## src/rtl/dcwa_pkg.sv

```systemverilog
// Shared codes, types and BCD helpers for the digital clock with alarm.
package dcwa_pkg;

  localparam int unsigned ReqTypeWidth   = 3;
  localparam int unsigned DigitWidth     = 4;
  localparam int unsigned HoursWidth     = 5;
  localparam int unsigned MinutesWidth   = 6;
  localparam int unsigned SecondsWidth   = 6;
  localparam int unsigned ModeCodeWidth  = 2;
  localparam int unsigned TickWidth      = 8;
  localparam int unsigned DayHoursWidth  = 5;
  localparam int unsigned NumDigits      = 6;
  localparam int unsigned PosWidth       = 3;
  localparam int unsigned PaddrWidth     = 3;
  localparam int unsigned PdataWidth     = 32;

  localparam logic [TickWidth-1:0]     TicksPerSecondReset = 8'd20;
  localparam logic [DayHoursWidth-1:0] DayHoursReset       = 5'd24;
  localparam logic [MinutesWidth-1:0]  MinutesPerHour      = 6'd60;
  localparam logic [SecondsWidth-1:0]  SecondsPerMinute    = 6'd60;

  localparam logic [ReqTypeWidth-1:0] REQ_TICK      = 3'd0;
  localparam logic [ReqTypeWidth-1:0] REQ_SET_TIME  = 3'd1;
  localparam logic [ReqTypeWidth-1:0] REQ_RESUME    = 3'd2;
  localparam logic [ReqTypeWidth-1:0] REQ_SET_ALARM = 3'd3;
  localparam logic [ReqTypeWidth-1:0] REQ_CANCEL    = 3'd4;
  localparam logic [ReqTypeWidth-1:0] REQ_DIGIT     = 3'd5;

  localparam logic [ModeCodeWidth-1:0] MODE_CODE_RUN       = 2'd0;
  localparam logic [ModeCodeWidth-1:0] MODE_CODE_SET_TIME  = 2'd1;
  localparam logic [ModeCodeWidth-1:0] MODE_CODE_SET_ALARM = 2'd2;

  localparam logic [PosWidth-1:0] POS_HOUR_TENS = 3'd0;
  localparam logic [PosWidth-1:0] POS_HOUR_ONES = 3'd1;
  localparam logic [PosWidth-1:0] POS_MIN_TENS  = 3'd2;
  localparam logic [PosWidth-1:0] POS_MIN_ONES  = 3'd3;
  localparam logic [PosWidth-1:0] POS_SEC_TENS  = 3'd4;
  localparam logic [PosWidth-1:0] POS_SEC_ONES  = 3'd5;
  localparam logic [PosWidth-1:0] POS_DONE      = 3'd6;

  localparam logic [0:0] REG_TICKS_PER_SECOND = 1'b0;
  localparam logic [0:0] REG_DAY_HOURS        = 1'b1;

  typedef enum logic [2:0] {
    MODE_RUN       = 3'b001,
    MODE_SET_TIME  = 3'b010,
    MODE_SET_ALARM = 3'b100
  } mode_t;

  // Digit 0 is hour tens, digit 5 is second ones.
  typedef logic [NumDigits-1:0][DigitWidth-1:0] digits_t;

  typedef struct packed {
    logic [DigitWidth-1:0] tens;
    logic [DigitWidth-1:0] ones;
  } bcd_pair_t;

  function automatic logic [6:0] bcd_value(input logic [DigitWidth-1:0] tens,
                                           input logic [DigitWidth-1:0] ones);
    bcd_value = 7'(tens) * 7'd10 + 7'(ones);
  endfunction

  // Split a value of at most 59 into two BCD digits.
  function automatic bcd_pair_t bcd_split(input logic [5:0] v);
    bcd_pair_t  p;
    logic [5:0] base;
    if (v >= 6'd50) begin
      p.tens = 4'd5;
      base   = 6'd50;
    end else if (v >= 6'd40) begin
      p.tens = 4'd4;
      base   = 6'd40;
    end else if (v >= 6'd30) begin
      p.tens = 4'd3;
      base   = 6'd30;
    end else if (v >= 6'd20) begin
      p.tens = 4'd2;
      base   = 6'd20;
    end else if (v >= 6'd10) begin
      p.tens = 4'd1;
      base   = 6'd10;
    end else begin
      p.tens = 4'd0;
      base   = 6'd0;
    end
    p.ones    = 4'(v - base);
    bcd_split = p;
  endfunction

  function automatic logic [HoursWidth-1:0] next_hour(
    input logic [HoursWidth-1:0]    hours,
    input logic [DayHoursWidth-1:0] day_hours
  );
    logic [HoursWidth:0] n;
    n = {1'b0, hours} + 6'd1;
    next_hour = (n >= {1'b0, day_hours}) ? '0 : HoursWidth'(n);
  endfunction

  function automatic logic digit_allowed(input logic [PosWidth-1:0]   pos,
                                         input logic [DigitWidth-1:0] d,
                                         input logic [DigitWidth-1:0] hour_tens);
    logic ok;
    unique case (pos)
      POS_HOUR_TENS: ok = (d <= 4'd2);
      POS_HOUR_ONES: ok = (hour_tens < 4'd2) ? (d <= 4'd9) : (d <= 4'd3);
      POS_MIN_TENS:  ok = (d <= 4'd5);
      POS_MIN_ONES:  ok = (d <= 4'd9);
      POS_SEC_TENS:  ok = (d <= 4'd5);
      POS_SEC_ONES:  ok = (d <= 4'd9);
      default:       ok = 1'b0;
    endcase
    digit_allowed = ok;
  endfunction

endpackage

```

## src/rtl/dcwa_if.sv

```systemverilog
// Request and result channel interfaces for the digital clock with alarm.
interface dcwa_req_if;
  logic                                valid;
  logic                                ready;
  logic [dcwa_pkg::ReqTypeWidth-1:0]   req_type;
  logic [dcwa_pkg::DigitWidth-1:0]     digit_value;

  modport source (output valid, output req_type, output digit_value, input ready);
  modport sink   (input valid, input req_type, input digit_value, output ready);
endinterface

interface dcwa_res_if;
  logic                                 valid;
  logic                                 ready;
  logic [dcwa_pkg::HoursWidth-1:0]      shown_hours;
  logic [dcwa_pkg::MinutesWidth-1:0]    shown_minutes;
  logic [dcwa_pkg::SecondsWidth-1:0]    shown_seconds;
  logic                                 buzzer_on;
  logic [dcwa_pkg::ModeCodeWidth-1:0]   current_mode;
  logic                                 alarm_armed;

  modport source (output valid, output shown_hours, output shown_minutes,
                  output shown_seconds, output buzzer_on, output current_mode,
                  output alarm_armed, input ready);
  modport sink   (input valid, input shown_hours, input shown_minutes,
                  input shown_seconds, input buzzer_on, input current_mode,
                  input alarm_armed, output ready);
endinterface

```

## src/rtl/digital_clock_with_alarm.sv

```systemverilog
// Top level: BCD hh:mm:ss clock with alarm, APB configuration and result register.
// The result of an accepted request beat is registered and offered in the cycle after it.
// Throughput: one request beat per cycle while results are taken; the result register frees as it is taken.
// The clock, alarm and buzzer update in a single pass of BCD carry logic.
// Reset (rst, synchronous): running mode, 00:00:00, alarm 00:00:00 disarmed,
// buzzer off, 20 ticks per second, 24-hour day, result register empty.
module digital_clock_with_alarm (
  input  logic                                clk,
  input  logic                                rst,
  dcwa_req_if.sink                            req,
  dcwa_res_if.source                          res,
  input  logic                                psel,
  input  logic                                penable,
  input  logic                                pwrite,
  input  logic [dcwa_pkg::PaddrWidth-1:0]     paddr,
  input  logic [dcwa_pkg::PdataWidth-1:0]     pwdata,
  output logic [dcwa_pkg::PdataWidth-1:0]     prdata,
  output logic                                pready
);

  logic [dcwa_pkg::TickWidth-1:0]     ticks_per_second;
  logic [dcwa_pkg::DayHoursWidth-1:0] day_hours;

  dcwa_pkg::mode_t                    mode, mode_next;
  logic [dcwa_pkg::TickWidth-1:0]     tick_count, tick_count_next;
  dcwa_pkg::digits_t                  time_digits, time_digits_next;
  dcwa_pkg::digits_t                  alarm_digits, alarm_digits_next;
  logic [dcwa_pkg::PosWidth-1:0]      entry_position, entry_position_next;
  logic                               armed_flag, armed_flag_next;
  logic                               buzzer_flag, buzzer_flag_next;

  logic [dcwa_pkg::HoursWidth-1:0]    shown_hours_next;
  logic [dcwa_pkg::MinutesWidth-1:0]  shown_minutes_next;
  logic [dcwa_pkg::SecondsWidth-1:0]  shown_seconds_next;
  logic [dcwa_pkg::ModeCodeWidth-1:0] mode_code_next;

  logic req_beat;
  logic cfg_write;

  assign pready    = 1'b1;
  assign cfg_write = psel && penable && pwrite && pready;
  assign req.ready = !res.valid || res.ready;
  assign req_beat  = req.valid && req.ready;

  always_comb begin
    unique case (paddr[2])
      dcwa_pkg::REG_TICKS_PER_SECOND: prdata = 32'(ticks_per_second);
      dcwa_pkg::REG_DAY_HOURS:        prdata = 32'(day_hours);
    endcase
  end

  always_ff @(posedge clk) begin
    if (rst) begin
      ticks_per_second <= dcwa_pkg::TicksPerSecondReset;
      day_hours        <= dcwa_pkg::DayHoursReset;
    end else if (cfg_write) begin
      unique case (paddr[2])
        dcwa_pkg::REG_TICKS_PER_SECOND: ticks_per_second <= pwdata[7:0];
        dcwa_pkg::REG_DAY_HOURS:        day_hours        <= pwdata[4:0];
      endcase
    end
  end

  always_comb begin
    logic [dcwa_pkg::TickWidth-1:0]    tick_inc;
    logic [dcwa_pkg::SecondsWidth-1:0] sec;
    logic [dcwa_pkg::MinutesWidth-1:0] mins;
    logic [dcwa_pkg::HoursWidth-1:0]   hrs;
    dcwa_pkg::bcd_pair_t               pair;
    dcwa_pkg::digits_t                 target;
    logic [dcwa_pkg::HoursWidth-1:0]   th, ah, oh;
    logic [dcwa_pkg::MinutesWidth-1:0] tm, am, om;
    logic [dcwa_pkg::SecondsWidth-1:0] ts, as_v;
    logic [dcwa_pkg::MinutesWidth:0]   am_inc;
    dcwa_pkg::digits_t                 shown;

    mode_next           = mode;
    tick_count_next     = tick_count;
    time_digits_next    = time_digits;
    alarm_digits_next   = alarm_digits;
    entry_position_next = entry_position;
    armed_flag_next     = armed_flag;
    buzzer_flag_next    = buzzer_flag;
    pair                = '0;
    tick_inc            = tick_count + 8'd1;
    sec  = 6'(dcwa_pkg::bcd_value(time_digits[4], time_digits[5])) + 6'd1;
    mins = 6'(dcwa_pkg::bcd_value(time_digits[2], time_digits[3])) + 6'd1;
    hrs  = dcwa_pkg::next_hour(5'(dcwa_pkg::bcd_value(time_digits[0], time_digits[1])),
                               day_hours);
    target = (mode == dcwa_pkg::MODE_SET_ALARM) ? alarm_digits : time_digits;

    unique case (req.req_type)
      dcwa_pkg::REQ_TICK: begin
        if (mode == dcwa_pkg::MODE_RUN) begin
          if (tick_inc == ticks_per_second) begin
            tick_count_next = '0;
            if (sec >= dcwa_pkg::SecondsPerMinute) begin
              sec = '0;
              if (mins >= dcwa_pkg::MinutesPerHour) begin
                mins = '0;
                pair = dcwa_pkg::bcd_split(6'(hrs));
                time_digits_next[0] = pair.tens;
                time_digits_next[1] = pair.ones;
              end
              pair = dcwa_pkg::bcd_split(mins);
              time_digits_next[2] = pair.tens;
              time_digits_next[3] = pair.ones;
            end
            pair = dcwa_pkg::bcd_split(sec);
            time_digits_next[4] = pair.tens;
            time_digits_next[5] = pair.ones;
          end else begin
            tick_count_next = tick_inc;
          end
        end
      end
      dcwa_pkg::REQ_SET_TIME: begin
        mode_next           = dcwa_pkg::MODE_SET_TIME;
        entry_position_next = '0;
      end
      dcwa_pkg::REQ_RESUME: begin
        mode_next           = dcwa_pkg::MODE_RUN;
        entry_position_next = '0;
      end
      dcwa_pkg::REQ_SET_ALARM: begin
        mode_next           = dcwa_pkg::MODE_SET_ALARM;
        entry_position_next = '0;
        armed_flag_next     = 1'b1;
      end
      dcwa_pkg::REQ_CANCEL: begin
        armed_flag_next  = 1'b0;
        buzzer_flag_next = 1'b0;
      end
      dcwa_pkg::REQ_DIGIT: begin
        if (mode != dcwa_pkg::MODE_RUN && entry_position < dcwa_pkg::POS_DONE &&
            dcwa_pkg::digit_allowed(entry_position, req.digit_value, target[0])) begin
          target[entry_position] = req.digit_value;
          entry_position_next    = entry_position + 3'd1;
          if (mode == dcwa_pkg::MODE_SET_ALARM) begin
            alarm_digits_next = target;
          end else begin
            time_digits_next  = target;
          end
        end
      end
      default: begin
      end
    endcase

    th   = 5'(dcwa_pkg::bcd_value(time_digits_next[0], time_digits_next[1]));
    tm   = 6'(dcwa_pkg::bcd_value(time_digits_next[2], time_digits_next[3]));
    ts   = 6'(dcwa_pkg::bcd_value(time_digits_next[4], time_digits_next[5]));
    ah   = 5'(dcwa_pkg::bcd_value(alarm_digits_next[0], alarm_digits_next[1]));
    am   = 6'(dcwa_pkg::bcd_value(alarm_digits_next[2], alarm_digits_next[3]));
    as_v = 6'(dcwa_pkg::bcd_value(alarm_digits_next[4], alarm_digits_next[5]));
    am_inc = {1'b0, am} + 7'd1;
    if (am_inc >= {1'b0, dcwa_pkg::MinutesPerHour}) begin
      om = '0;
      oh = dcwa_pkg::next_hour(ah, day_hours);
    end else begin
      om = 6'(am_inc);
      oh = ah;
    end
    if (armed_flag_next && th == ah && tm == am && ts == as_v) begin
      buzzer_flag_next = 1'b1;
    end
    if ((th == oh && tm == om && ts == as_v) || !armed_flag_next) begin
      buzzer_flag_next = 1'b0;
    end

    shown = (mode_next == dcwa_pkg::MODE_SET_ALARM) ? alarm_digits_next : time_digits_next;
    shown_hours_next   = 5'(dcwa_pkg::bcd_value(shown[0], shown[1]));
    shown_minutes_next = 6'(dcwa_pkg::bcd_value(shown[2], shown[3]));
    shown_seconds_next = 6'(dcwa_pkg::bcd_value(shown[4], shown[5]));

    unique case (mode_next)
      dcwa_pkg::MODE_RUN:       mode_code_next = dcwa_pkg::MODE_CODE_RUN;
      dcwa_pkg::MODE_SET_TIME:  mode_code_next = dcwa_pkg::MODE_CODE_SET_TIME;
      dcwa_pkg::MODE_SET_ALARM: mode_code_next = dcwa_pkg::MODE_CODE_SET_ALARM;
      default:                  mode_code_next = dcwa_pkg::MODE_CODE_RUN;
    endcase
  end

  always_ff @(posedge clk) begin
    if (rst) begin
      mode           <= dcwa_pkg::MODE_RUN;
      tick_count     <= '0;
      time_digits    <= '0;
      alarm_digits   <= '0;
      entry_position <= '0;
      armed_flag     <= 1'b0;
      buzzer_flag    <= 1'b0;
    end else if (req_beat) begin
      mode           <= mode_next;
      tick_count     <= tick_count_next;
      time_digits    <= time_digits_next;
      alarm_digits   <= alarm_digits_next;
      entry_position <= entry_position_next;
      armed_flag     <= armed_flag_next;
      buzzer_flag    <= buzzer_flag_next;
    end
  end

  always_ff @(posedge clk) begin
    if (rst) begin
      res.valid <= 1'b0;
    end else if (req_beat) begin
      res.valid <= 1'b1;
    end else if (res.ready) begin
      res.valid <= 1'b0;
    end
  end

  always_ff @(posedge clk) begin
    if (req_beat) begin
      res.shown_hours   <= shown_hours_next;
      res.shown_minutes <= shown_minutes_next;
      res.shown_seconds <= shown_seconds_next;
      res.buzzer_on     <= buzzer_flag_next;
      res.current_mode  <= mode_code_next;
      res.alarm_armed   <= armed_flag_next;
    end
  end

endmodule
```

## src/flat_wrapper.sv

```systemverilog
// flat-port wrapper written by rule: the top's interface ports become plain ports
module digital_clock_with_alarm_flat 
  (clk, rst, psel, penable, pwrite, paddr, pwdata, prdata, pready, req_valid, req_req_type, req_digit_value, req_ready, res_valid, res_shown_hours, res_shown_minutes, res_shown_seconds, res_buzzer_on, res_current_mode, res_alarm_armed, res_ready);
  dcwa_req_if req_i ();
  dcwa_res_if res_i ();
  input  logic clk;
  input  logic rst;
  input  logic psel;
  input  logic penable;
  input  logic pwrite;
  input  logic [dcwa_pkg::PaddrWidth-1:0] paddr;
  input  logic [dcwa_pkg::PdataWidth-1:0] pwdata;
  output logic [dcwa_pkg::PdataWidth-1:0] prdata;
  output logic pready;
  input wire logic [$bits(req_i.valid)-1:0] req_valid;
  input wire logic [$bits(req_i.req_type)-1:0] req_req_type;
  input wire logic [$bits(req_i.digit_value)-1:0] req_digit_value;
  output wire logic [$bits(req_i.ready)-1:0] req_ready;
  output wire logic [$bits(res_i.valid)-1:0] res_valid;
  output wire logic [$bits(res_i.shown_hours)-1:0] res_shown_hours;
  output wire logic [$bits(res_i.shown_minutes)-1:0] res_shown_minutes;
  output wire logic [$bits(res_i.shown_seconds)-1:0] res_shown_seconds;
  output wire logic [$bits(res_i.buzzer_on)-1:0] res_buzzer_on;
  output wire logic [$bits(res_i.current_mode)-1:0] res_current_mode;
  output wire logic [$bits(res_i.alarm_armed)-1:0] res_alarm_armed;
  input wire logic [$bits(res_i.ready)-1:0] res_ready;
  assign req_i.valid = req_valid;
  assign req_i.req_type = req_req_type;
  assign req_i.digit_value = req_digit_value;
  assign req_ready = req_i.ready;
  assign res_valid = res_i.valid;
  assign res_shown_hours = res_i.shown_hours;
  assign res_shown_minutes = res_i.shown_minutes;
  assign res_shown_seconds = res_i.shown_seconds;
  assign res_buzzer_on = res_i.buzzer_on;
  assign res_current_mode = res_i.current_mode;
  assign res_alarm_armed = res_i.alarm_armed;
  assign res_i.ready = res_ready;
  digital_clock_with_alarm u_core (.clk(clk), .rst(rst), .req(req_i), .res(res_i), .psel(psel), .penable(penable), .pwrite(pwrite), .paddr(paddr), .pwdata(pwdata), .prdata(prdata), .pready(pready));
endmodule
```

## config.mk

```make
export PLATFORM = sky130hd
export DESIGN_NAME = digital_clock_with_alarm_flat
export DESIGN_NICKNAME = d
export VERILOG_FILES = /design/src/rtl/dcwa_pkg.sv /design/src/rtl/dcwa_if.sv /design/src/rtl/digital_clock_with_alarm.sv /design/src/flat_wrapper.sv
export SDC_FILE = /design/constraint.sdc
export NUM_CORES = 1
export LEC_CHECK = 0
export BUFFER_PORTS_ARGS = -buffer_cell sky130_fd_sc_hd__buf_2
export CORE_MARGIN = 2
export CORE_UTILIZATION = 45
export DETAILED_ROUTE_END_ITERATION = 7
export GPL_ROUTABILITY_DRIVEN = 1
export PLACE_DENSITY = 0.65
export SLEW_MARGIN = 20
export SYNTH_ARGS = -nofsm -noshare
export SYNTH_HDL_FRONTEND = slang
export SYNTH_SLANG_ARGS = --single-unit
```

## constraint.sdc

```tcl
create_clock -name clk -period 13.95 [get_ports clk]
set_clock_uncertainty 0.05 [all_clocks]
set_input_delay 0 -clock clk [delete_from_list [all_inputs] [get_ports clk]]
set_output_delay 0 -clock clk [all_outputs]
set_load 0.005 [all_outputs]
```

==> results of run 1 <==
## state kept, by name, summed over array words and instances (netlist names)
register	count
u_core.res.current_mode	2
u_core.res.alarm_armed	1
u_core.res.valid	1
u_core.buzzer_flag	1
u_core.armed_flag	1
u_core.ticks_per_second	8
u_core.res.buzzer_on	1
u_core.res.shown_seconds	6
u_core.day_hours	5
u_core.mode	3
u_core.tick_count	8
u_core.alarm_digits	24
u_core.entry_position	3
u_core.res.shown_minutes	6
u_core.res.shown_hours	5
u_core.time_digits	24
## synth_stat cells, types with 10 or more instances
| cell | instances |
|---|---|
| xnor2_1 | 75 |
| clkbuf_1 | 38 |
| fa_1 | 15 |
| nand3_1 | 26 |
| a21o_1 | 19 |
| nor3b_1 | 10 |
| a211oi_1 | 42 |
| a21oi_1 | 94 |
| ha_1 | 84 |
| and2_1 | 12 |
| nor3_1 | 28 |
| nor2_1 | 141 |
| a31oi_1 | 11 |
| o21ai_0 | 52 |
| nand2_1 | 99 |
| inv_1 | 67 |
| nand4_1 | 12 |
| mux2i_1 | 48 |
| xor2_1 | 35 |
| nor2b_1 | 20 |
| dfxtp_1 | 78 |
| edfxtp_1 | 21 |
| nand2b_1 | 10 |
| buf_4 | 26 |
## layout make-up
cell class	count	area share
clock buffers	9	0.02183
clock inverters	7	0.007033
inverters	67	0.02449
multi-input cells	973	0.6549
flip-flops and latches	99	0.2124
well taps	275	0.03335
repair buffers	76	0.04596
## metrics by stage
step | hold slack, ps | cells | util
final | 21.57 | 1506 | 0.4940
after global routing | 84.08 | 1506 | 0.4940
after CTS | 13.19 | 1506 | 0.4938
after detailed placement | 174.4 | 1477 | 0.4733
after global placement | 175.3 | 1477 | 0.4733
after floorplan | 67.86 | 1215 | -
## kinds of logic (layout without fill, tap and decap cells)
kind of cell / count (synthesis) / in the layout
flip-flops: 99 / 99
XOR/XNOR: 110 / 110
adder cells (fa/ha/maj): 99 / 99
buffers and inverters: 143 / 159
AND/OR/NAND/NOR: 402 / 402
multiplexers: 56 / 56
other: 2 / 25
AO/OA/AOI/OAI: 281 / 281
## final timing paths
path	end
hold / removal	u_core.mode[2]$_SDFFE_PP0P_
setup / recovery	u_core.res.buzzer_on$_DFFE_PP_
setup reg to reg	u_core.res.buzzer_on$_DFFE_PP_
hold reg to reg	u_core.armed_flag$_SDFFE_PP0P_
## worst reg2reg max path: cells and delay by family (launching register included)
kind	cells	cell delay, ps
AOI/OAI and AO/OA	12	2470
adders and majority gates	4	1140
and+or+nand+nor	5	2210
xor gates and xnor gates	2	600
DFF	1	400
buffers and inverters	1	150
## layer usage
layer | share of wire | vias to the layer above | track usage
met1 | 0.46 | 3938 | 0.3014
li1 | - | 4234 | -
met3 | 0.046 | 28 | 0.02599
met2 | 0.48 | 202 | 0.3892
met5 | 0 | - | 0
met4 | 0.016 | 0 | 0.06048
## where the power goes
group	switching, uW	total, uW	internal [uW]
clock	133	260	127
sequential	14.4	328	314
combinational	191	326	135
total	338	914	575
==> flow_metrics.py, run 1 <==
metrics = {
    "synth": {
        "synth.distinct_cells": 78,
        "async_reset_ff_frac": 0,
        "synthSimpleGateAreaFrac": 0.2031,
        "synth-xor-area-share": 0.1014,
        "synth_compound_area_frac": 0.1938,
        "synth_edf_count": 21,
        "synth_area_mm2": 0.009504,
        "synth_top_area_frac": 0.1643,
        "syn_avg_cell_area_um2": 7.973,
        "yosys_warnings": 0,
        "synth_fa_ha_area_frac": 0.1422,
        "seq_area_frac_synth": 0.2306,
        "synth_top_family_by_area": "simple AND/OR/NAND/NOR gates",
        "ys.flop_type": "dfxtp_1",
        "yosys-top-cells-area": "dfxtp_1 (16%), ha_1 (11%), xnor2_1 (6.9%)",
        "ys_ff_latch": 99,
        "postSynthCellCount": 1192,
        "yosys.area.top_type": "dfxtp_1",
        "synth_mux_area_frac": 0.06003,
    },
    "global_route": {
        "grt_pass1_vias": 7998,
        "grt_antenna_before_repair": 0,
        "grt_pass1_wl_um": 40500,
        "grt_max_degree": 106,
        "grt_overflow": 0,
        "track_usage": 0.2264,
    },
    "routing": {
        "wl_um": 24470,
        "drt_iter0_drc": 554,
        "drt-pass1-iter-count": 5,
        "ant_nets": 0,
        "dr_total_vias": 8402,
        "via_per_inst": 5.579,
        "drc_errors": 0,
        "wl_per_cell_um": 16.25,
    },
    "sta": {
        "rsz0062_at_grt": "no",
        "layout_setup_ws_ps": 6688,
        "hold_violations": 0,
        "fmax_mhz": 137.7,
        "drv_slew": 0,
        "setup_viol_count_final": 0,
        "tns_ps": 0,
        "min_period_ps": 7262,
        "maxSlewHeadroom": 0.2968,
        "final.period_utilization": 0.5206,
        "max_slew.worst_pin.slew_ps": 1047,
    },
    "cells_and_area": {
        "nFillCells": 2038,
        "fin_nets": 1374,
        "layout_common_cells": "nor2_1 (141), nand2_1 (99), a21oi_1 (94), ha_1 (84), dfxtp_1 (78)",
        "final_common_cell": "nor2_1",
        "insertedDiodeCount": 0,
        "seq_area_mm2": 0.002192,
        "multi_input_area_mm2": 0.006758,
        "fin_area_mm2": 0.01032,
        "area_growth_pct": 8.570,
        "drive_gt1_frac": 0.09261,
    },
    "power": {
        "p_leak_uw": 0.004416,
        "ir_worst_vdd_mv": 0.06028,
        "totalPowerFinal_uw": 913.8,
        "p_per_area_mw_per_mm2": 88.55,
    },
    "worst_setup_path": {
        "startpoint": "u_core.entry_position[1]$_SDFFE_PP0P_",
        "slowest_delay_ps": 870,
        "cp_cell_sequence": "inv_1, ha_1, or4b_1, a21oi_2, o311ai_2, nor2_2, a21oi_1, a21oi_1, ha_1, ha_1, a21oi_1, xor2_1, a211oi_1, nand4bb_1, xnor2_1, ha_1, a21oi_1, o21ai_0, a21oi_1, a211oi_1, nor3_1, o2111ai_2, a2111oi_4, nor3b_1",
        "crit_type": "flip-flop to flip-flop",
        "critPathMostFrequentCell": "a21oi_1",
        "critPathMaxFanout": 16,
        "crit_path_end_kind": "flip-flop",
        "ff2ff_setup_slack_ps": 6690,
        "cp.required_ps": 14020,
        "worst-path-buf-inv": 1,
        "critPathArrivalTime_ps": 7330,
        "worst-path-stages": 24,
        "r2r-start": "u_core.entry_position[1]$_SDFFE_PP0P_",
        "r2r_cells": 24,
        "startpoint_type": "flip-flop",
        "crit_family": "compound AO/OA/AOI/OAI gates",
        "cp_slowest_cell": "nor2_2",
    },
    "clock_tree": {
        "cts_max_level": 3,
        "clk_pin_slew_ps": 80,
        "cts_sinks": 99,
        "cts_tree": "built",
        "clock_latency_ps": 360,
        "post_cts_buffers": 0,
        "cts-root-buf": "clkbuf_16",
        "clock_path_buffers": 2,
        "ctsHoldBuffers": 13,
        "cts-buffers-inserted": 9,
        "cts_repair_resize_count": 0,
    },
    "placement": {
        "gp_congestion": 0.8615,
        "portBuffers": 53,
        "dp_hpwl_um": 18070,
        "pre_cts_ws_ps": 6829,
        "place_area_mm2": 0.009887,
    },
    "die": {
        "ios": 105,
        "fp.coreArea_mm2": 0.02089,
        "design.die.area_mm2": 0.02230,
        "floorplan.initialDensity": 0.4550,
        "fp-row-count": 53,
        "die_h_um": 149.3,
        "die_w_um": 149.3,
    },
    "worst_hold_path": {
        "min-delay-start": "req_req_type[2]",
        "min_path_type": "primary input to flip-flop",
        "hold_depth": 3,
    },
    "job": {
        "drv_cap": 0,
    },
    "outcome": {
        "status": "completed",
    },
}
Note: power is estimated with default switching activity, not from simulation.
==> run 2: changes to the inputs <==
- PLACE_DENSITY: 0.65 -> 0.67
- clock period: 13.95 -> 6.04 ns (I/O delays scaled with it)
==> run 2 against run 1 <==
  * Critical path depth up 1
  * Flip-flop and latch count unchanged
  * Register-to-register slack got worse by 6500 ps
  * Die area stayed put
  * Core utilization grew 4.6 points
  * Routed wire length rose by 8.8%
  * Non-clock buffer count rose by 80
  * Sequential power is 130% higher
  * Fmax grew 25%
  * Critical path type unchanged
  * Highest routed layer unchanged
==> flow_metrics.py, run 2 (synthesis gave the netlist of run 1 again) <==
metrics = {
    "outcome": {
        "status": "completed",
    },
    "cells_and_area": {
        "layout_common_cells": "nor2_1 (140), nand2_1 (98), buf_4 (89), a21oi_1 (80), ha_1 (78)",
        "reg_top3": "u_core.alarm_digits: 24 flops, u_core.time_digits: 24 flops",
        "fin_nets": 1455,
        "insertedDiodeCount": 0,
        "final_common_cell": "nor2_1",
        "drive_gt1_frac": 0.1936,
        "stdcell_count": 1587,
        "area_growth_pct": 18.72,
        "nFillCells": 1953,
    },
    "routing": {
        "via_per_inst": 5.649,
        "dr_total_vias": 8965,
        "wl_per_cell_um": 16.78,
        "wl_um": 26630,
        "drt_iter0_drc": 702,
        "ant_nets": 0,
        "drt-pass1-iter-count": 6,
        "drc_errors": 0,
    },
    "placement": {
        "gp_congestion": 0.8889,
        "portBuffers": 53,
        "dpl.cell_count": 1543,
        "dp_hpwl_um": 19550,
    },
    "worst_setup_path": {
        "r2r_cells": 25,
        "critPathArrivalTime_ps": 5860,
        "r2r-end": "u_core.res.buzzer_on$_DFFE_PP_",
        "crit_path_end_kind": "flip-flop",
        "critPathMaxFanout": 5,
        "cp_slowest_cell": "fa_2",
        "startpoint": "u_core.time_digits[5]$_SDFFE_PP0P_",
        "r2r-start": "u_core.time_digits[5]$_SDFFE_PP0P_",
        "startpoint_type": "flip-flop",
        "slowest_delay_ps": 600,
        "ff2ff_setup_slack_ps": 230,
        "crit_type": "flip-flop to flip-flop",
        "cp.required_ps": 6090,
    },
    "die": {
        "ios": 105,
        "design.die.area_mm2": 0.02230,
        "fp-row-count": 53,
        "fp.coreArea_mm2": 0.02089,
        "die_w_um": 149.3,
        "die_h_um": 149.3,
        "floorplan.initialDensity": 0.4550,
    },
    "clock_tree": {
        "clock_path_buffers": 2,
        "clock_latency_ps": 360,
        "cts_max_level": 3,
        "cts_tree": "built",
        "clk_pin_slew_ps": 80,
        "cts-buffers-inserted": 9,
        "cts_sinks": 99,
        "cts-root-buf": "clkbuf_16",
    },
    "global_route": {
        "grt_pass1_wl_um": 42350,
        "grt_antenna_before_repair": 0,
        "grt_pass1_vias": 8400,
        "grt_max_degree": 85,
        "track_usage": 0.2365,
        "grt_overflow": 0,
    },
    "job": {
        "drv_cap": 0,
    },
    "sta": {
        "final.period_utilization": 0.9617,
        "setup_viol_count_final": 0,
        "min_period_ps": 5809,
        "fmax_mhz": 172.2,
        "drv_slew": 0,
        "hold_violations": 0,
        "hold_slack_ps": 27.12,
        "max_slew.worst_pin.slew_ps": 947.9,
        "maxSlewHeadroom": 0.3680,
        "tns_ps": 0,
    },
    "power": {
        "p_leak_uw": 0.004851,
        "ir_worst_vdd_mv": 0.1548,
        "totalPowerFinal_uw": 2232,
        "p_per_area_mw_per_mm2": 197.8,
    },
    "worst_hold_path": {
        "min_path_type": "primary input to flip-flop",
        "min-delay-start": "req_req_type[2]",
        "hold_end": "u_core.mode[2]$_SDFFE_PP0P_",
        "hold_depth": 3,
    },
}
run 2: cell count changes in the layout (fill, tap and decap cells not counted), moves of 6 or more:
cell / change
xor2_2: +7
a21oi_2: +13
ha_1: -6
xnor2_2: +6
xnor2_1: -6
a21oi_1: -14
buf_4: +80
xor2_1: -8
run 2: area by class of cell:
class,instances,area (um^2),area share
sequential,99,2197,0.1947
inverter,67,252.7,0.02240
tap,275,344.1,0.03049
timing repair buffer,156,1075,0.09525
clock inverter,7,67.56,0.005988
multi-input combinational,974,7122,0.6312
clock buffer,9,225.2,0.01996
run 2: worst max-delay path by stage:
stage | to | slack [ps] | cells after the start
2_1_floorplan | u_core.res.buzzer_on$_DFFE_PP_ | 140 | 27
3_3_place_gp | u_core.res.buzzer_on$_DFFE_PP_ | 130 | 25
3_5_place_dp | u_core.buzzer_flag$_SDFFE_PP0P_ | 30 | 25
4_1_cts | u_core.res.buzzer_on$_DFFE_PP_ | 40 | 25
5_1_grt | u_core.res.buzzer_on$_DFFE_PP_ | -40 | 25
6_report | u_core.res.buzzer_on$_DFFE_PP_ | 230 | 25
run 2: repair_timing:
item                                    CTS  global route
pin swaps                                 0            28
endpoints found under the setup margin    2             2
hold endpoints to repair                 17             0
gates resized for setup                   2            70
hold buffers                             13             0
buffers inserted                          0            15
cloned                                    0             1
run 2: where the power goes:
group	internal, uW	leakage [uW]	switching [uW]
Clock	291	0.000145	295
Combinational	393	0.00386	496
Sequential	725	0.000850	31.2
run 2: layer usage:
| metal | GRT usage | part of all wire | vias to the layer above |
|---|---|---|---|
| li1 | - | - | 4384 |
| met1 | 0.3064 | 0.43 | 4279 |
| met2 | 0.4104 | 0.49 | 244 |
| met3 | 0.02508 | 0.046 | 58 |
| met4 | 0.08000 | 0.032 | 0 |
| met5 | 0 | 0 | - |
run 2: critical path, delay by kind of cell (launching register included):
kind                       cells  cell delay [ps]
adders and majority gates      5             1770
and+or+nand+nor                4              500
xor gates and xnor gates       5             1050
buffers and inverters          2              250
AOI/OAI and AO/OA              9             1570
DFF                            1              350
run 2: through the flow:
stage,utilization,worst slack [ps],cell area [um^2]
floorplan,-,139.7,9592
detailed placement,0.4970,28.61,10380
CTS,0.5180,37.22,10820
global placement,0.4970,126.8,10380
finish,0.5402,231.4,11280
global route,0.5402,-41.28,11280
==> run 3: changes to the inputs <==
- CORE_MARGIN: 2 -> default
==> run 3 against run 2 <==
  * Die area is 2.7% lower
  * Register-to-register slack better by 70 ps
  * Clock-buffer cell count is 5 higher
  * Final area down 0.73%
  * Largest cell class unchanged
==> flow_metrics.py, run 3 (synthesis gave the netlist of run 1 again) <==
metrics = {
    "sta": {
        "setup_viol_count_final": 0,
        "max_slew.worst_pin.slew_ps": 965.6,
        "maxSlewHeadroom": 0.3562,
        "drv_slew": 0,
        "final.period_utilization": 0.9499,
        "fmax_mhz": 174.3,
        "hold_violations": 0,
        "min_period_ps": 5738,
    },
    "power": {
        "ir_worst_vdd_mv": 0.1448,
        "p_per_area_mw_per_mm2": 195.1,
        "p_leak_uw": 0.004830,
    },
    "placement": {
        "gp_congestion": 0.9001,
        "portBuffers": 53,
        "dp_hpwl_um": 19110,
        "place_area_mm2": 0.01036,
    },
    "global_route": {
        "grt_max_degree": 80,
        "grt_overflow": 0,
        "grt_antenna_before_repair": 0,
        "track_usage": 0.2403,
        "grt_pass1_wl_um": 41480,
        "grt_pass1_vias": 8221,
    },
    "cells_and_area": {
        "layout_common_cells": "nor2_1 (140), nand2_1 (99), buf_4 (90), a21oi_1 (83), ha_1 (78)",
        "drive_gt1_frac": 0.1813,
        "fin_nets": 1456,
        "insertedDiodeCount": 0,
        "reg_top3": "u_core.alarm_digits: 24 flops, u_core.time_digits: 24 flops",
        "seq_area_mm2": 0.002193,
        "nFillCells": 1915,
        "final_core_util": 0.5465,
        "multi_input_area_mm2": 0.007058,
        "area_growth_pct": 17.85,
        "final_common_cell": "nor2_1",
        "fin_area_mm2": 0.01120,
    },
    "clock_tree": {
        "cts_sinks": 99,
        "cts_max_level": 3,
        "clk_pin_slew_ps": 70,
        "clock_latency_ps": 360,
        "clock_path_buffers": 2,
        "cts-buffers-inserted": 9,
        "cts_tree": "built",
        "cts-root-buf": "clkbuf_16",
    },
    "worst_setup_path": {
        "critPathMaxFanout": 9,
        "critPathArrivalTime_ps": 5790,
        "crit_path_end_kind": "flip-flop",
        "cp.required_ps": 6090,
        "startpoint_type": "flip-flop",
        "crit_type": "flip-flop to flip-flop",
    },
    "job": {
        "drv_cap": 0,
    },
    "die": {
        "ios": 105,
        "fp-row-count": 52,
        "die_w_um": 147.3,
        "floorplan.initialDensity": 0.4637,
        "fp.coreArea_mm2": 0.02049,
        "design.die.area_mm2": 0.02171,
        "die_h_um": 147.3,
    },
    "routing": {
        "dr_total_vias": 8866,
        "wl_per_cell_um": 16.65,
        "ant_nets": 0,
        "wl_um": 26360,
        "via_per_inst": 5.601,
        "drt_iter0_drc": 626,
        "drc_errors": 0,
        "drt-pass1-iter-count": 5,
    },
    "worst_hold_path": {
        "min_path_type": "primary input to flip-flop",
    },
    "outcome": {
        "status": "completed",
    },
}
run 3: cell count changes in the layout (fill, tap and decap cells not counted), sizes merged:
cell / previous run / this run
inv: 70 / 66
clkbuf: 9 / 14
a211oi: 45 / 44
clkinv: 4 / 2
buf: 143 / 145
clkinvlp: 0 / 1
run 3: path summary, 6_finish.rpt:
| check | start | to | slack [ps] | cells past startpoint |
|---|---|---|---|---|
| max | u_core.entry_position[1]$_SDFFE_PP0P_ | u_core.res.buzzer_on$_DFFE_PP_ | 300 | 24 |
| min | req_req_type[2] | u_core.mode[2]$_SDFFE_PP0P_ | 20 | 3 |
| max reg2reg | u_core.entry_position[1]$_SDFFE_PP0P_ | u_core.res.buzzer_on$_DFFE_PP_ | 300 | 24 |
| min reg2reg | u_core.armed_flag$_SDFFE_PP0P_ | u_core.armed_flag$_SDFFE_PP0P_ | 420 | 2 |
run 3: final cells by class:
type | instances | area share
clock buffers | 14 | 0.02268
flip-flops and latches | 99 | 0.1958
repair buffers | 158 | 0.09763
multi-input cells | 973 | 0.6301
clock inverters | 2 | 0.001005
inverters | 67 | 0.02256
well taps | 270 | 0.03016
run 3: stage by stage:
step / cells / power [uW] / setup TNS (ps) / worst slack [ps] / hold WS (ps)
4_1_cts: 1566 / 2135 / 0 / 11.19 / 12.51
6_report: 1583 / 2185 / 0 / 302.4 / 21.29
3_3_place_gp: 1536 / 1555 / 0 / 60.88 / 168.9
3_5_place_dp: 1536 / 1569 / 0 / 8.104 / 176.8
2_1_floorplan: 1215 / 1347 / 0 / 139.7 / 67.86
5_1_grt: 1583 / 2314 / -52.42 / -52.42 / 52.35
run 3: critical path, stage by stage (launching register included):
cell and delay [ps]:
dfxtp_2 360, inv_1 130, ha_2 220, or4b_1 460, a21oi_2 190, o311ai_2 140
nor2_2 230, buf_6 180, nand2_1 100, mux2i_1 230, inv_1 70, ha_1 230
fa_2 590, xor2_1 240, nand4_1 120, a21oi_1 200, mux2i_2 130, a211oi_4 360
buf_4 180, a21oi_1 80, buf_4 140, a211oi_1 280, nand4_1 180, a2111oi_4 320
nor3b_1 80
run 3: metal layers:
metal	routed length, um	global-route usage
met5	0	0
met1	11510	0.3041
met3	1443	0.03168
met4	577	0.08093
met2	12820	0.4184
run 3: timing repair:
action                                 in CTS  in global routing
setup endpoints to repair                   1                  2
endpoints found under the hold margin      17                  0
setup buffers                               1                 17
gates resized for setup                     0                 55
pin swaps                                   2                 27
hold buffers                               13                  0
run 3: power breakdown:
part	internal (uW)	switching, uW	leakage [uW]
Clock	291	264	0.000125
Combinational	386	488	0.00386
Sequential	725	31.2	0.000849
Total	1400	783	0.00483
